File: config.mk
export PLATFORM = sky130hd
export DESIGN_NAME = tick_event_scheduler_flat
export DESIGN_NICKNAME = d
export VERILOG_FILES = /design/src/sv/tes_pkg.sv /design/src/sv/tes_if.sv /design/src/sv/tick_event_scheduler.sv /design/src/sv/tes_ram.sv /design/src/sv/tes_cmp.sv /design/src/flat_wrapper.sv
export SDC_FILE = /design/constraint.sdc
export NUM_CORES = 2
export LEC_CHECK = 0
export BUFFER_PORTS_ARGS = -buffer_cell sky130_fd_sc_hd__buf_2
export CAP_MARGIN = 40
export CORE_UTILIZATION = 42
export DETAILED_ROUTE_END_ITERATION = 16
export HOLD_SLACK_MARGIN = 0.06
export PLACE_DENSITY = 0.64
export REMOVE_ABC_BUFFERS = 1
export SLEW_MARGIN = 0
export SYNTH_ARGS = -nofsm -noshare
export SYNTH_HDL_FRONTEND = slang
export SYNTH_SLANG_ARGS = --single-unit
File: constraint.sdc
create_clock -name clk_i -period 15.44 [get_ports clk_i]
set_input_delay 1.544 -clock clk_i [delete_from_list [all_inputs] [get_ports clk_i]]
set_output_delay 1.544 -clock clk_i [all_outputs]
set_load 0.02 [all_outputs]
File: src/sv/tes_pkg.sv
// ----------------------------------------------------------------------------
// tes_pkg: shared types and codes of the tick event scheduler
// Beat layouts of the request and response channels, function and response
// codes, and field width constants.
// ----------------------------------------------------------------------------
`default_nettype none

package tes_pkg;

  localparam int unsigned TickW = 48;
  localparam int unsigned IdleW = 32;
  localparam int unsigned IdW   = 8;
  localparam int unsigned CntW  = 5;

  localparam logic [TickW-1:0] TickMax = '1;

  // request function codes
  typedef enum logic [2:0] {
    F_SUBSCRIBE = 3'd0,
    F_REMOVE    = 3'd1,
    F_REM_LK    = 3'd2,
    F_REM_L     = 3'd3,
    F_QUERY     = 3'd4,
    F_ADVANCE   = 3'd5
  } func_e;

  // response codes
  typedef enum logic [2:0] {
    R_STORED  = 3'd0,
    R_DUP     = 3'd1,
    R_FULL    = 3'd2,
    R_PRESENT = 3'd3,
    R_ABSENT  = 3'd4,
    R_FIRED   = 3'd5,
    R_NONE    = 3'd6
  } resp_e;

  typedef struct packed {
    logic [2:0]       func;
    logic [IdW-1:0]   listener_id;
    logic [IdW-1:0]   event_kind;
    logic [IdleW-1:0] idle_ticks;
    logic [TickW-1:0] target_tick;
  } tes_in_t;

  typedef struct packed {
    logic [2:0]       resp_code;
    logic [TickW-1:0] out_tick;
    logic [IdW-1:0]   out_kind;
    logic [IdW-1:0]   out_listener;
    logic [CntW-1:0]  removed_count;
    logic             last;
  } tes_out_t;

endpackage

`default_nettype wire

File: src/sv/tes_if.sv
// ----------------------------------------------------------------------------
// tes_if: valid/ready channels of the tick event scheduler
// Request channel (tes_in_if) and response channel (tes_out_if).
// ----------------------------------------------------------------------------
`default_nettype none

interface tes_in_if import tes_pkg::*; ();
  logic    valid;
  logic    ready;
  tes_in_t payload;

  modport source (output valid, output payload, input ready);
  modport sink   (input valid, input payload, output ready);
endinterface

interface tes_out_if import tes_pkg::*; ();
  logic     valid;
  logic     ready;
  tes_out_t payload;

  modport source (output valid, output payload, input ready);
  modport sink   (input valid, input payload, output ready);
endinterface

`default_nettype wire

File: src/sv/tick_event_scheduler.sv
// ----------------------------------------------------------------------------
// tick_event_scheduler: sorted timer event queue on a tick counter
// Keeps a saturating tick count and a sorted, duplicate-free table of events
// in a RAM. One comparator and one RAM read port are swept over the table by
// a small sequencer for search, insert, removal and firing.
// ----------------------------------------------------------------------------
//
//  channel  dir  beat       handshake
//  req_i    in   tes_in_t   valid/ready, ready only while idle
//  rsp_o    out  tes_out_t  valid/ready, output register
//
//  One item at a time. The sweep reads one table entry per cycle through the
//  RAM read port while it is not stalled. Fired events wait in the sweep
//  while the response beat stalls. Reset clears the count and tick; the
//  table needs no clearing.
// ----------------------------------------------------------------------------
`default_nettype none

module tick_event_scheduler import tes_pkg::*; #(
  parameter int unsigned DEPTH         = 16,
  parameter int unsigned LISTENER_BITS = 8,
  parameter int unsigned KIND_BITS     = 8
) (
  input  wire logic clk_i,
  input  wire logic rst_ni,
  tes_in_if.sink    req_i,
  tes_out_if.source rsp_o
);

  localparam int unsigned LB = LISTENER_BITS;
  localparam int unsigned KB = KIND_BITS;
  localparam int unsigned EW = TickW + KB + LB;
  localparam int unsigned AW = $clog2(DEPTH);
  localparam int unsigned CW = $clog2(DEPTH + 1);

  typedef enum logic [4:0] {
    S_IDLE = 5'b00001,
    S_SCAN = 5'b00010,
    S_FILT = 5'b00100,
    S_INS  = 5'b01000,
    S_RESP = 5'b10000
  } state_e;

  state_e           state_q, state_d;
  logic [CW-1:0]    cnt_q, cnt_d;
  logic [TickW-1:0] cur_q, cur_d;
  logic [CW-1:0]    rd_idx_q, rd_idx_d;
  logic [CW-1:0]    dx_q, dx_d;
  logic             dv_q, dv_d;
  logic [CW-1:0]    w_q, w_d;
  logic [CW-1:0]    rem_q, rem_d;
  logic [CW-1:0]    n_q, n_d;
  logic [EW-1:0]    carry_q, carry_d;
  logic [TickW-1:0] key_tick_q, key_tick_d;
  logic [KB-1:0]    key_kind_q, key_kind_d;
  logic [LB-1:0]    key_lis_q, key_lis_d;
  func_e            func_q, func_d;
  logic             incl_q, incl_d;
  tes_out_t         resp_q, resp_d;
  logic             ovalid_q, ovalid_d;
  tes_out_t         opay_q, opay_d;

  logic             we, re;
  logic [AW-1:0]    waddr, raddr;
  logic [EW-1:0]    wdata, rdata;
  logic             cmp_lt, cmp_eq;

  logic [TickW-1:0] rd_tick;
  logic [KB-1:0]    rd_kind;
  logic [LB-1:0]    rd_lis;
  logic [KB-1:0]    kind_in;
  logic [LB-1:0]    lis_in;
  logic [TickW:0]   sub_sum;
  logic [TickW-1:0] sub_tick;
  logic [TickW-1:0] cur_next;

  logic out_free, sweep, f5_drop, stall, consume, stop, more, issue, sweep_done;
  logic drop, hit_now;
  logic [CW-1:0] pos_now;

  // table storage
  tes_ram #(
    .WIDTH (EW),
    .DEPTH (DEPTH)
  ) u_ram (
    .clk_i   (clk_i),
    .we_i    (we),
    .waddr_i (waddr),
    .wdata_i (wdata),
    .re_i    (re),
    .raddr_i (raddr),
    .rdata_o (rdata)
  );

  // shared key comparator
  tes_cmp #(
    .KB (KB),
    .LB (LB)
  ) u_cmp (
    .entry_i (rdata),
    .key_i   ({key_tick_q, key_kind_q, key_lis_q}),
    .lt_o    (cmp_lt),
    .eq_o    (cmp_eq)
  );

  assign rd_tick = rdata[EW-1 -: TickW];
  assign rd_kind = rdata[LB +: KB];
  assign rd_lis  = rdata[LB-1:0];

  assign kind_in = KB'(req_i.payload.event_kind);
  assign lis_in  = LB'(req_i.payload.listener_id);

  // saturating subscription tick and tick increment
  assign sub_sum  = {1'b0, cur_q} + (TickW + 1)'(req_i.payload.idle_ticks);
  assign sub_tick = sub_sum[TickW] ? TickMax : sub_sum[TickW-1:0];
  assign cur_next = (cur_q == TickMax) ? cur_q : cur_q + TickW'(1);

  assign req_i.ready   = (state_q == S_IDLE);
  assign rsp_o.valid   = ovalid_q;
  assign rsp_o.payload = opay_q;

  // sweep pipeline: issue read, then consume the registered entry
  assign out_free   = !ovalid_q || rsp_o.ready;
  assign sweep      = (state_q == S_SCAN) || (state_q == S_FILT) || (state_q == S_INS);
  assign f5_drop    = (func_q == F_ADVANCE) && (dx_q < n_q);
  assign stall      = (state_q == S_FILT) && dv_q && f5_drop && !out_free;
  assign consume    = sweep && dv_q && !stall;
  assign stop       = (state_q == S_SCAN) && consume && !(cmp_lt || (incl_q && cmp_eq));
  assign more       = rd_idx_q < cnt_q;
  assign issue      = sweep && more && (!dv_q || consume) && !stop;
  assign sweep_done = !more && !dv_q;
  assign pos_now    = stop ? dx_q : cnt_q;
  assign hit_now    = stop && cmp_eq;

  always_comb begin
    state_d    = state_q;
    cnt_d      = cnt_q;
    cur_d      = cur_q;
    rd_idx_d   = rd_idx_q;
    dx_d       = dx_q;
    w_d        = w_q;
    rem_d      = rem_q;
    n_d        = n_q;
    carry_d    = carry_q;
    key_tick_d = key_tick_q;
    key_kind_d = key_kind_q;
    key_lis_d  = key_lis_q;
    func_d     = func_q;
    incl_d     = incl_q;
    resp_d     = resp_q;
    ovalid_d   = ovalid_q;
    opay_d     = opay_q;
    we         = 1'b0;
    waddr      = w_q[AW-1:0];
    wdata      = rdata;
    re         = issue;
    raddr      = rd_idx_q[AW-1:0];
    drop       = 1'b0;

    if (ovalid_q && rsp_o.ready) begin
      ovalid_d = 1'b0;
    end

    // read pipeline bookkeeping
    dv_d = issue || (dv_q && !consume);
    if (issue) begin
      rd_idx_d = rd_idx_q + CW'(1);
      dx_d     = rd_idx_q;
    end

    unique case (state_q)
      S_IDLE: begin
        if (req_i.valid) begin
          key_tick_d = req_i.payload.target_tick;
          key_kind_d = kind_in;
          key_lis_d  = lis_in;
          incl_d     = 1'b0;
          func_d     = func_e'(req_i.payload.func);
          rd_idx_d   = '0;
          w_d        = '0;
          rem_d      = '0;
          unique case (func_e'(req_i.payload.func))
            F_SUBSCRIBE: begin
              key_tick_d = sub_tick;
              state_d    = S_SCAN;
            end
            F_REMOVE, F_REM_LK, F_REM_L: state_d = S_FILT;
            F_QUERY: state_d = S_SCAN;
            F_ADVANCE: begin
              cur_d      = cur_next;
              key_tick_d = cur_next;
              key_kind_d = '1;
              key_lis_d  = '1;
              incl_d     = 1'b1;
              state_d    = S_SCAN;
            end
            default: state_d = S_IDLE;
          endcase
        end
      end

      S_SCAN: begin
        if (stop || sweep_done) begin
          resp_d.resp_code     = hit_now ? R_PRESENT : R_ABSENT;
          resp_d.out_tick      = key_tick_q;
          resp_d.out_kind      = IdW'(key_kind_q);
          resp_d.out_listener  = IdW'(key_lis_q);
          resp_d.removed_count = '0;
          resp_d.last          = 1'b1;
          state_d              = S_RESP;
          unique case (func_q)
            F_SUBSCRIBE: begin
              if (hit_now) begin
                resp_d.resp_code = R_DUP;
              end else if (cnt_q == CW'(DEPTH)) begin
                resp_d.resp_code = R_FULL;
              end else begin
                carry_d  = {key_tick_q, key_kind_q, key_lis_q};
                rd_idx_d = pos_now;
                state_d  = S_INS;
              end
            end
            F_ADVANCE: begin
              if (pos_now == '0) begin
                resp_d.resp_code    = R_NONE;
                resp_d.out_tick     = cur_q;
                resp_d.out_kind     = '0;
                resp_d.out_listener = '0;
              end else begin
                n_d      = pos_now;
                rd_idx_d = '0;
                w_d      = '0;
                state_d  = S_FILT;
              end
            end
            default: ;
          endcase
        end
      end

      // shift entries up from the insert position, carrying one entry
      S_INS: begin
        if (consume) begin
          we      = 1'b1;
          waddr   = dx_q[AW-1:0];
          wdata   = carry_q;
          carry_d = rdata;
        end
        if (sweep_done) begin
          we               = 1'b1;
          waddr            = cnt_q[AW-1:0];
          wdata            = carry_q;
          cnt_d            = cnt_q + CW'(1);
          resp_d.resp_code = R_STORED;
          state_d          = S_RESP;
        end
      end

      // compact the table, dropping matching or due entries
      S_FILT: begin
        if (consume) begin
          unique case (func_q)
            F_REMOVE:  drop = cmp_eq;
            F_REM_LK:  drop = (rd_lis == key_lis_q) && (rd_kind == key_kind_q);
            F_REM_L:   drop = (rd_lis == key_lis_q);
            F_ADVANCE: drop = f5_drop;
            default:   drop = 1'b0;
          endcase
          if (drop) begin
            rem_d = rem_q + CW'(1);
            if (func_q == F_ADVANCE) begin
              ovalid_d              = 1'b1;
              opay_d.resp_code      = R_FIRED;
              opay_d.out_tick       = rd_tick;
              opay_d.out_kind       = IdW'(rd_kind);
              opay_d.out_listener   = IdW'(rd_lis);
              opay_d.removed_count  = '0;
              opay_d.last           = (dx_q + CW'(1)) == n_q;
            end
          end else begin
            we    = 1'b1;
            waddr = w_q[AW-1:0];
            wdata = rdata;
            w_d   = w_q + CW'(1);
          end
        end
        if (sweep_done) begin
          cnt_d                = w_q;
          resp_d.resp_code     = (rem_q != '0) ? R_PRESENT : R_ABSENT;
          resp_d.out_tick      = key_tick_q;
          resp_d.out_kind      = IdW'(key_kind_q);
          resp_d.out_listener  = IdW'(key_lis_q);
          resp_d.removed_count = CntW'(rem_q);
          resp_d.last          = 1'b1;
          state_d              = S_RESP;
          unique case (func_q)
            F_ADVANCE: state_d = S_IDLE;
            F_REM_LK:  resp_d.out_tick = '0;
            F_REM_L: begin
              resp_d.out_tick = '0;
              resp_d.out_kind = '0;
            end
            default: ;
          endcase
        end
      end

      S_RESP: begin
        if (out_free) begin
          ovalid_d = 1'b1;
          opay_d   = resp_q;
          state_d  = S_IDLE;
        end
      end

      default: state_d = S_IDLE;
    endcase
  end

  // control state
  always_ff @(posedge clk_i or negedge rst_ni) begin
    if (!rst_ni) begin
      state_q  <= S_IDLE;
      cnt_q    <= '0;
      cur_q    <= '0;
      rd_idx_q <= '0;
      dv_q     <= 1'b0;
      ovalid_q <= 1'b0;
    end else begin
      state_q  <= state_d;
      cnt_q    <= cnt_d;
      cur_q    <= cur_d;
      rd_idx_q <= rd_idx_d;
      dv_q     <= dv_d;
      ovalid_q <= ovalid_d;
    end
  end

  // payload and work registers
  always_ff @(posedge clk_i) begin
    dx_q       <= dx_d;
    w_q        <= w_d;
    rem_q      <= rem_d;
    n_q        <= n_d;
    carry_q    <= carry_d;
    key_tick_q <= key_tick_d;
    key_kind_q <= key_kind_d;
    key_lis_q  <= key_lis_d;
    func_q     <= func_d;
    incl_q     <= incl_d;
    resp_q     <= resp_d;
    opay_q     <= opay_d;
  end

`ifndef SYNTH
  // table never overfills
  a_cnt_bound: assert property (@(posedge clk_i) disable iff (!rst_ni)
    cnt_q <= CW'(DEPTH))
    else $error("entry count above table depth");

  // RAM is written only by a sweep
  a_we_sweep: assert property (@(posedge clk_i) disable iff (!rst_ni)
    we |-> sweep)
    else $error("table write outside a sweep");

  // read pipeline is drained whenever a new item can enter
  a_idle_drained: assert property (@(posedge clk_i) disable iff (!rst_ni)
    req_i.ready |-> !dv_q)
    else $error("read pipeline busy while idle");

  // a result is never loaded over one that is still stalled
  a_no_overwrite: assert property (@(posedge clk_i) disable iff (!rst_ni)
    (ovalid_q && !rsp_o.ready) |=> ($stable(opay_q) && ovalid_q))
    else $error("stalled result overwritten");
`endif

endmodule

`default_nettype wire

File: src/sv/tes_ram.sv
// ----------------------------------------------------------------------------
// tes_ram: generic simple dual-port RAM
// One write port, one read port with registered read data and read enable.
// ----------------------------------------------------------------------------
`default_nettype none

module tes_ram #(
  parameter int unsigned WIDTH = 64,
  parameter int unsigned DEPTH = 16
) (
  input  wire logic                     clk_i,
  input  wire logic                     we_i,
  input  wire logic [$clog2(DEPTH)-1:0] waddr_i,
  input  wire logic [WIDTH-1:0]         wdata_i,
  input  wire logic                     re_i,
  input  wire logic [$clog2(DEPTH)-1:0] raddr_i,
  output logic      [WIDTH-1:0]         rdata_o
);

  logic [WIDTH-1:0] mem_q [DEPTH];

  always_ff @(posedge clk_i) begin
    if (we_i) begin
      mem_q[waddr_i] <= wdata_i;
    end
  end

  // read data holds while re_i is low
  always_ff @(posedge clk_i) begin
    if (re_i) begin
      rdata_o <= mem_q[raddr_i];
    end
  end

endmodule

`default_nettype wire

File: src/sv/tes_cmp.sv
// ----------------------------------------------------------------------------
// tes_cmp: shared key comparator
// Orders a table entry against the search key by (tick, kind, listener).
// ----------------------------------------------------------------------------
`default_nettype none

module tes_cmp import tes_pkg::*; #(
  parameter int unsigned KB = 8,
  parameter int unsigned LB = 8
) (
  input  wire logic [TickW+KB+LB-1:0] entry_i,
  input  wire logic [TickW+KB+LB-1:0] key_i,
  output logic                        lt_o,
  output logic                        eq_o
);

  // packed key order equals the lexicographic order of the fields
  assign lt_o = entry_i < key_i;
  assign eq_o = entry_i == key_i;

endmodule

`default_nettype wire
File: src/flat_wrapper.sv
// flat-port wrapper written by rule: the top's interface ports become plain ports
module tick_event_scheduler_flat import tes_pkg::*;
#(
  parameter int unsigned DEPTH         = 16,
  parameter int unsigned LISTENER_BITS = 8,
  parameter int unsigned KIND_BITS     = 8
)
  (clk_i, rst_ni, req_i_valid, req_i_payload, req_i_ready, rsp_o_valid, rsp_o_payload, rsp_o_ready);
  tes_in_if req_i_i ();
  tes_out_if rsp_o_i ();
  input  wire logic clk_i;
  input  wire logic rst_ni;
  input wire logic [$bits(req_i_i.valid)-1:0] req_i_valid;
  input wire logic [$bits(req_i_i.payload)-1:0] req_i_payload;
  output wire logic [$bits(req_i_i.ready)-1:0] req_i_ready;
  output wire logic [$bits(rsp_o_i.valid)-1:0] rsp_o_valid;
  output wire logic [$bits(rsp_o_i.payload)-1:0] rsp_o_payload;
  input wire logic [$bits(rsp_o_i.ready)-1:0] rsp_o_ready;
  assign req_i_i.valid = req_i_valid;
  assign req_i_i.payload = req_i_payload;
  assign req_i_ready = req_i_i.ready;
  assign rsp_o_valid = rsp_o_i.valid;
  assign rsp_o_payload = rsp_o_i.payload;
  assign rsp_o_i.ready = rsp_o_ready;
  tick_event_scheduler #(.DEPTH(DEPTH), .LISTENER_BITS(LISTENER_BITS), .KIND_BITS(KIND_BITS)) u_core (.clk_i(clk_i), .rst_ni(rst_ni), .req_i(req_i_i), .rsp_o(rsp_o_i));
endmodule
# Word-level counts from Yosys, hierarchy flattened
# Memories as Yosys holds them, arrays and structs flattened. A register that Yosys moved wholly into a read port is not among the register bits.
# Cells that the tools add are included.
[totals]
reg_bits = 363
latchBits = 0
ram_bits = 1024
mem_bits_ro = 0
out_inout_bits = 75
mem_count = 1
[memory_table]
columns = ["name", "words", "word_bits", "read_ports", "rd_ports_with_merged_regs", "wr", "line", "rtl"]
rows = [
  ["u_core.u_ram.mem_q", 16, 64, 1, 1, 1, "tes_ram.sv:20", "logic [WIDTH-1:0] mem_q [DEPTH];"],
]
[op_classes]
n_addsub = 7
mul = 0
n_div = 0
order_cmp = 3
eq_ne = 35
shift = 0
mux = 85
bitwise = 1
reduce_logical = 57
[op_table]
columns = ["cell", "count"]
rows = [
  ["two-way mux 64 bit", 9],
  ["two-way mux 73 bit", 6],
  ["case mux 73 bit (2 select lines)", 1],
  ["two-way mux 48 bit", 3],
  ["case mux 70 bit (2 select lines)", 1],
  ["two-way mux 5 bit", 26],
  ["case mux 64 bit (2 select lines)", 1],
  ["case mux 48 bit (2 select lines)", 1],
  ["two-way mux 67 bit", 1],
  ["== test 64 bit", 1],
  ["less-than comparator 64 bit", 1],
  ["case mux 5 bit (2 select lines)", 5],
  ["adder 48 x 32 -> 49 bit", 1],
  ["adder 48 x 1 -> 48 bit (second input constant)", 1],
  ["== test 48 bit (second input constant)", 1],
  ["adder 5 x 1 -> 5 bit (second input constant)", 5],
  ["case mux 5 bit (5 select lines)", 1],
  ["!= test 2 bit (second input constant)", 10],
  ["logical AND 1 bit", 17],
  ["== test 8 bit", 2],
  ["two-way mux 3 bit", 5],
  ["case mux 5 bit (3 select lines)", 1],
  ["two-way mux 1 bit", 14],
  ["== test 3 x 2 -> 1 bit (second input constant)", 4],
  ["32 further kinds", 70],
]

# Depth between registers and ports, before layout
[depth]
ltp_word = 16
ltp_mapped = 13
depth_no_buf = 12

# Cells and area by module
# A second synthesis with hierarchy kept.
[unflattened]
cells_unflattened = 3988
hier_area_um2 = 62452.4
[by_module_without_submodules]
columns = ["mod", "instances", "cells_per_inst", "area_per_inst_um2", "seq_area_each_um2"]
rows = [
  ["tes_ram", 1, 1647, 40222.3, 32671.3],
  ["tick_event_scheduler", 1, 2108, 20541.0, 10546.4],
  ["tes_cmp", 1, 233, 1689.1, 0.0],
]

# Worst setup path after synthesis
# No wires, ideal clock.
[synth_timing]
kind = "input port to flip-flop"
from = "in rsp_o_ready"
to = "reg u_core.resp_q[10] in the netlist's numbering, enable pin"
setup_ps = 519
arrival_time_ps = 6084
setup_slack_ps = 8837
path_stages = 9
n_path_buf = 2
cell_sequence = "nand2b_1 > or4_4 > o21ai_2 > a211o_2 > a21oi_2 > buf_6 > buf_6 > nor2_1 > a21oi_1"
[synth_between]
elab_chain_len = 10
[synth_rtl]
columns = ["element", "line", "rtl"]
rows = [
  ["start: declaration", "flat_wrapper.sv:18", "input wire logic [$bits(rsp_o_i.ready)-1:0] rsp_o_ready;"],
  ["logical OR 1 bit", "tick_event_scheduler.sv:123", "assign out_free = !ovalid_q || rsp_o.ready;"],
  ["zero test 1 bit", "tick_event_scheduler.sv:126", "assign stall = (state_q == S_FILT) && dv_q && f5_drop && !out_free;"],
  ["logical AND 1 bit", "tick_event_scheduler.sv:126", ""],
  ["zero test 1 bit", "tick_event_scheduler.sv:127", "assign consume = sweep && dv_q && !stall;"],
  ["logical AND 1 bit", "tick_event_scheduler.sv:127", ""],
  ["logical AND 1 bit (2 in series)", "tick_event_scheduler.sv:128", "assign stop = (state_q == S_SCAN) && consume && !(cmp_lt || (incl_q && cmp_eq));"],
  ["logical OR 1 bit", "tick_event_scheduler.sv:203", "if (stop || sweep_done) begin"],
  ["!= test 2 bit (no line)", "--", ""],
  ["AND reduction 3 bit (no line)", "--", ""],
  ["end signal: assignment", "tick_event_scheduler.sv:351", "resp_q <= resp_d;"],
  ["end: declaration", "tick_event_scheduler.sv:59", "tes_out_t resp_q, resp_d;"],
]
# Every way passes these cells.
# A chain may end at the register's enable or synchronous reset.

==> flow_metrics.env <==
export IMPL_crit_required_ns=15.98
export IMPL_worst_slew_margin_rel_pct=22.1
export IMPL_dr_total_vias=35200
export IMPL_worstHoldEndpoint="u_core.rsp_o.payload[9]"
export IMPL_clk_pin_slew_worst_paths_ns=0.07
export IMPL_grt_remaining_overflow=0
export IMPL_fin_setup_tns_ns=0
export IMPL_via_per_inst=5.91
export IMPL_ctsResizeCount=0
export IMPL_worst_hold_startpoint="u_core.resp_q[9]"
export IMPL_maxCapViolCount=0
export IMPL_fp_row_count=140
export IMPL_routed_wire_length_um=171000
export IMPL_numCtsBuffers=148
export IMPL_timing_critical_path_arrival_ns=6.05
export IMPL_detailedRoute_firstPassIterationCount=6
export IMPL_finalWorstPathRequiredPeriod_ns=5.51
export IMPL_fraction_of_layout_cells_with_a_size_suffix_above_1_pct=22.5
export IMPL_dr_first_iter_drc_count=4507
export IMPL_dp_hpwl_um=115000
export IMPL_grt_use_total_pct=22.8
export IMPL_synth_edf_count=1385
export IMPL_antenna_violating_nets_post_route=0
export IMPL_leakage_nw=23.5
export IMPL_clk_path_buf_depth=3
export IMPL_setup_violations=0
export IMPL_design_portCount=178
export IMPL_post_synth_num_cell_types=86
export IMPL_post_route_drc_count=0
export IMPL_maxSlewViolCount=0
export IMPL_cp_end_kind="register"
export IMPL_finalWeightedCongestion=0.910
export IMPL_layout_cells_most_common="sky130_fd_sc_hd__edfxtp_1"
export IMPL_power_density_normalized_to_cell_area_nw_per_um2=140
export IMPL_flow_area_growth_from_synthesis_pct=13.5
export IMPL_ys_warn_count=0
export IMPL_final_core_utilization_pct=48.2
export IMPL_cts_hold_repair_buffers=0
export IMPL_port_buffer_count=177
export IMPL_max_slew_worst_pin_slew_ns=1.17
export IMPL_crit_path_max_fanout=35
export IMPL_synth_area_per_cell_um2=16.8
export IMPL_timing_final_crit_share_pct=35.7
export IMPL_cts_post_setup_buffers_inserted=0
export IMPL_die_width_um=386
export IMPL_postSynthRegisterBits=1450
export IMPL_run_status="complete, no violations"
export IMPL_clock_latency_ns=0.78
export IMPL_worst_setup_path_start_kind="register"
export IMPL_cts_num_sinks=1450
export IMPL_most_common_layout_cells="sky130_fd_sc_hd__edfxtp_1, sky130_fd_sc_hd__nand2_1, sky130_fd_sc_hd__mux4_2"
export IMPL_synth_yosys_seq_area_share_pct=69.6
export IMPL_dpl_cell_area_um2=65900
export IMPL_min_path_type="reg -> reg"
export IMPL_wire_length_per_cell_um=28.7
export IMPL_post_place_cells=5690
export IMPL_finalNonFillerCells=5964
export IMPL_nets_final=4141
export IMPL_post_synth_instance_area_um2=62100
export IMPL_fill_cells=12300
export IMPL_rsz_0062_raised_after_global_routing="no"
export IMPL_fmaxAchievable_mhz=182
export IMPL_initial_core_util_pct=42.5
export IMPL_fp_coreArea_um2=146000
export IMPL_r2r_cells=12
export IMPL_floorplan_die_area_um2=149000
export IMPL_first_pass_grt_wire_length_um=246000
export IMPL_worst_path_max_delay_cell="sky130_fd_sc_hd__nor4_1"
export IMPL_cts_tree="yes"
export IMPL_postSynth_topFlopCell="sky130_fd_sc_hd__edfxtp_1"
export IMPL_first_global_vias=34100
export IMPL_antenna_found_initial=13
export IMPL_ff2ff_setup_slack_ns=9.93
export IMPL_worst_clock_skew_ns=0.0378
export IMPL_clockRootBuffer="sky130_fd_sc_hd__clkbuf_16"
export IMPL_syn_inst_count=3698
export IMPL_final_hold_viol_count=0
export IMPL_timing_setup_critical_path_class="reg -> reg"
export IMPL_htree_levels=4
export IMPL_grt_start_max_net_pins=143
export IMPL_cp_common_cell="sky130_fd_sc_hd__nand4_1"
export IMPL_cpPeakStageDelay_ns=0.81
export IMPL_cp_cell_sequence="ha_1 > nand4_1 > nor4_1 > nand4_1 > nor2_1 > a211o_2 > a21oi_2 > buf_4 > mux2_4 > nand2_4 > buf_16 > a31o_2"
export IMPL_postSynth_asyncResetShare_pct=4.48
export IMPL_fp_dieH_um=386
export IMPL_holdPathStages=2
export IMPL_stdcell_area_um2=70400
export IMPL_rr_startpoint="u_core.u_ram.rdata_o[63]"
export IMPL_rr_endpoint="u_core.resp_q[69]"
export IMPL_worst_case_vdd_ir_drop_mv=0.107
==> stage by stage <==
step                      power, mW  hold WS (ns)  worst slack (ns)
after floorplan                6.23         0.474             -2.02
after global placement         6.50         0.495              9.00
after detailed placement       6.53         0.496              9.75
after CTS                      9.91         0.513              9.91
after global routing           10.2         0.540              9.63
final                          9.84         0.509              9.93
==> routing by layer <==
metal	up-vias	share of wire (%)	track usage [%]
met2	1663	46	34.6
met1	18300	43	33.7
li1	15000	-	-
met5	-	0.020	0
met3	223	8.7	4.39
met4	6	2.2	5.89
==> worst max-delay path by stage <==
stage | startpoint | endpoint | slack, ns | depth (start not counted)
2_1_floorplan | u_core.rd_idx_q[0] | u_core.u_ram.mem_q[1][0] | -2.02 | 9
5_1_grt | u_core.rd_idx_q[2] | u_core.u_ram.mem_q[3][4] | 9.63 | 12
3_5_place_dp | rsp_o_ready | u_core.u_ram.mem_q[3][9] | 9.75 | 13
6_report | u_core.u_ram.rdata_o[63] | u_core.resp_q[69] | 9.93 | 12
4_1_cts | u_core.u_ram.rdata_o[31] | u_core.resp_q[69] | 9.91 | 12
3_3_place_gp | rsp_o_ready | u_core.u_ram.mem_q[13][34] | 9.00 | 12
==> power breakdown <==
part	total, mW	internal [mW]	leakage [nW]	switching [mW]
logic	1.74	0.724	7.95	1.01
registers	4.72	4.58	13.3	0.136
clock network	3.39	1.90	2.20	1.49
==> worst max-delay path: cells and delay by family, from the launching register on <==
family	cells	cell delay, ns
AO/OA/AOI/OAI	3	0.55
adder cells (fa/ha/maj)	1	0.35
buffers and inverters	2	0.55
flip-flops	1	0.47
multiplexers	1	0.69
AND/OR/NAND/NOR	5	2.51
==> synth_stat cells, types with 7 or more instances <==
master,instances,area [µm²]
sky130_fd_sc_hd__edfxtp_1,1385,41600
sky130_fd_sc_hd__nand2_1,418,1570
sky130_fd_sc_hd__mux4_2,320,7210
sky130_fd_sc_hd__clkbuf_1,141,529
sky130_fd_sc_hd__o21ai_0,138,691
sky130_fd_sc_hd__nor2_1,120,450
sky130_fd_sc_hd__inv_1,117,439
sky130_fd_sc_hd__ha_1,113,1410
sky130_fd_sc_hd__xnor2_1,107,937
sky130_fd_sc_hd__a21oi_1,95,475
sky130_fd_sc_hd__mux2_2,67,754
sky130_fd_sc_hd__dfrtp_1,64,1600
sky130_fd_sc_hd__nand3_1,51,255
sky130_fd_sc_hd__nand4_1,43,269
sky130_fd_sc_hd__and3_1,39,244
sky130_fd_sc_hd__nor3_1,34,170
sky130_fd_sc_hd__nand2b_1,33,206
sky130_fd_sc_hd__xor2_1,33,289
sky130_fd_sc_hd__a21o_1,31,233
sky130_fd_sc_hd__mux2i_1,30,300
sky130_fd_sc_hd__buf_1,29,109
sky130_fd_sc_hd__a22oi_1,28,210
sky130_fd_sc_hd__and2_1,26,163
sky130_fd_sc_hd__a31o_1,22,193
sky130_fd_sc_hd__o211ai_1,17,128
sky130_fd_sc_hd__nor4_1,13,81.3
sky130_fd_sc_hd__nor2b_1,11,68.8
sky130_fd_sc_hd__and4_1,9,78.8
sky130_fd_sc_hd__o21a_1,9,67.6
sky130_fd_sc_hd__o31ai_1,9,67.6
sky130_fd_sc_hd__o22ai_1,8,50.1
sky130_fd_sc_hd__a211oi_1,7,52.6
sky130_fd_sc_hd__a31oi_1,7,43.8
sky130_fd_sc_hd__or3_1,7,43.8
==> area by class of cell <==
type	count	area (µm²)	share of cell area [%]
clock inverters	77	523	0.742
repair buffers	260	1960	2.79
flip-flops and latches	1450	43200	61.4
multi-input cells	1947	17900	25.4
clock buffers	187	3990	5.66
inverters	117	442	0.627
well taps	1917	2400	3.40
diodes	9	22.5	0.0320
==> cell families after synthesis <==
group                    count (synthesis)  share of synthesized area (%)
flip-flops                            1450                           69.6
AO/OA/AOI/OAI                          439                           4.54
buffers and inverters                  301                           1.93
adder cells (fa/ha/maj)                114                           2.31
XOR/XNOR                               140                           1.98
AND/OR/NAND/NOR                        835                           6.26
multiplexers                           419                           13.4
==> sequential cells by signal, summed over array words and instances (netlist names), 8 cells and up <==
signal                flops
u_core.key_tick_q        48
u_core.resp_q            72
u_core.key_lis_q          8
u_core.cur_q             48
u_core.key_kind_q         8
u_core.carry_q           64
u_core.u_ram.rdata_o     64
u_core.u_ram.mem_q     1024
u_core.rsp_o.payload     73
No activity file was read; power rests on OpenSTA's default activity.
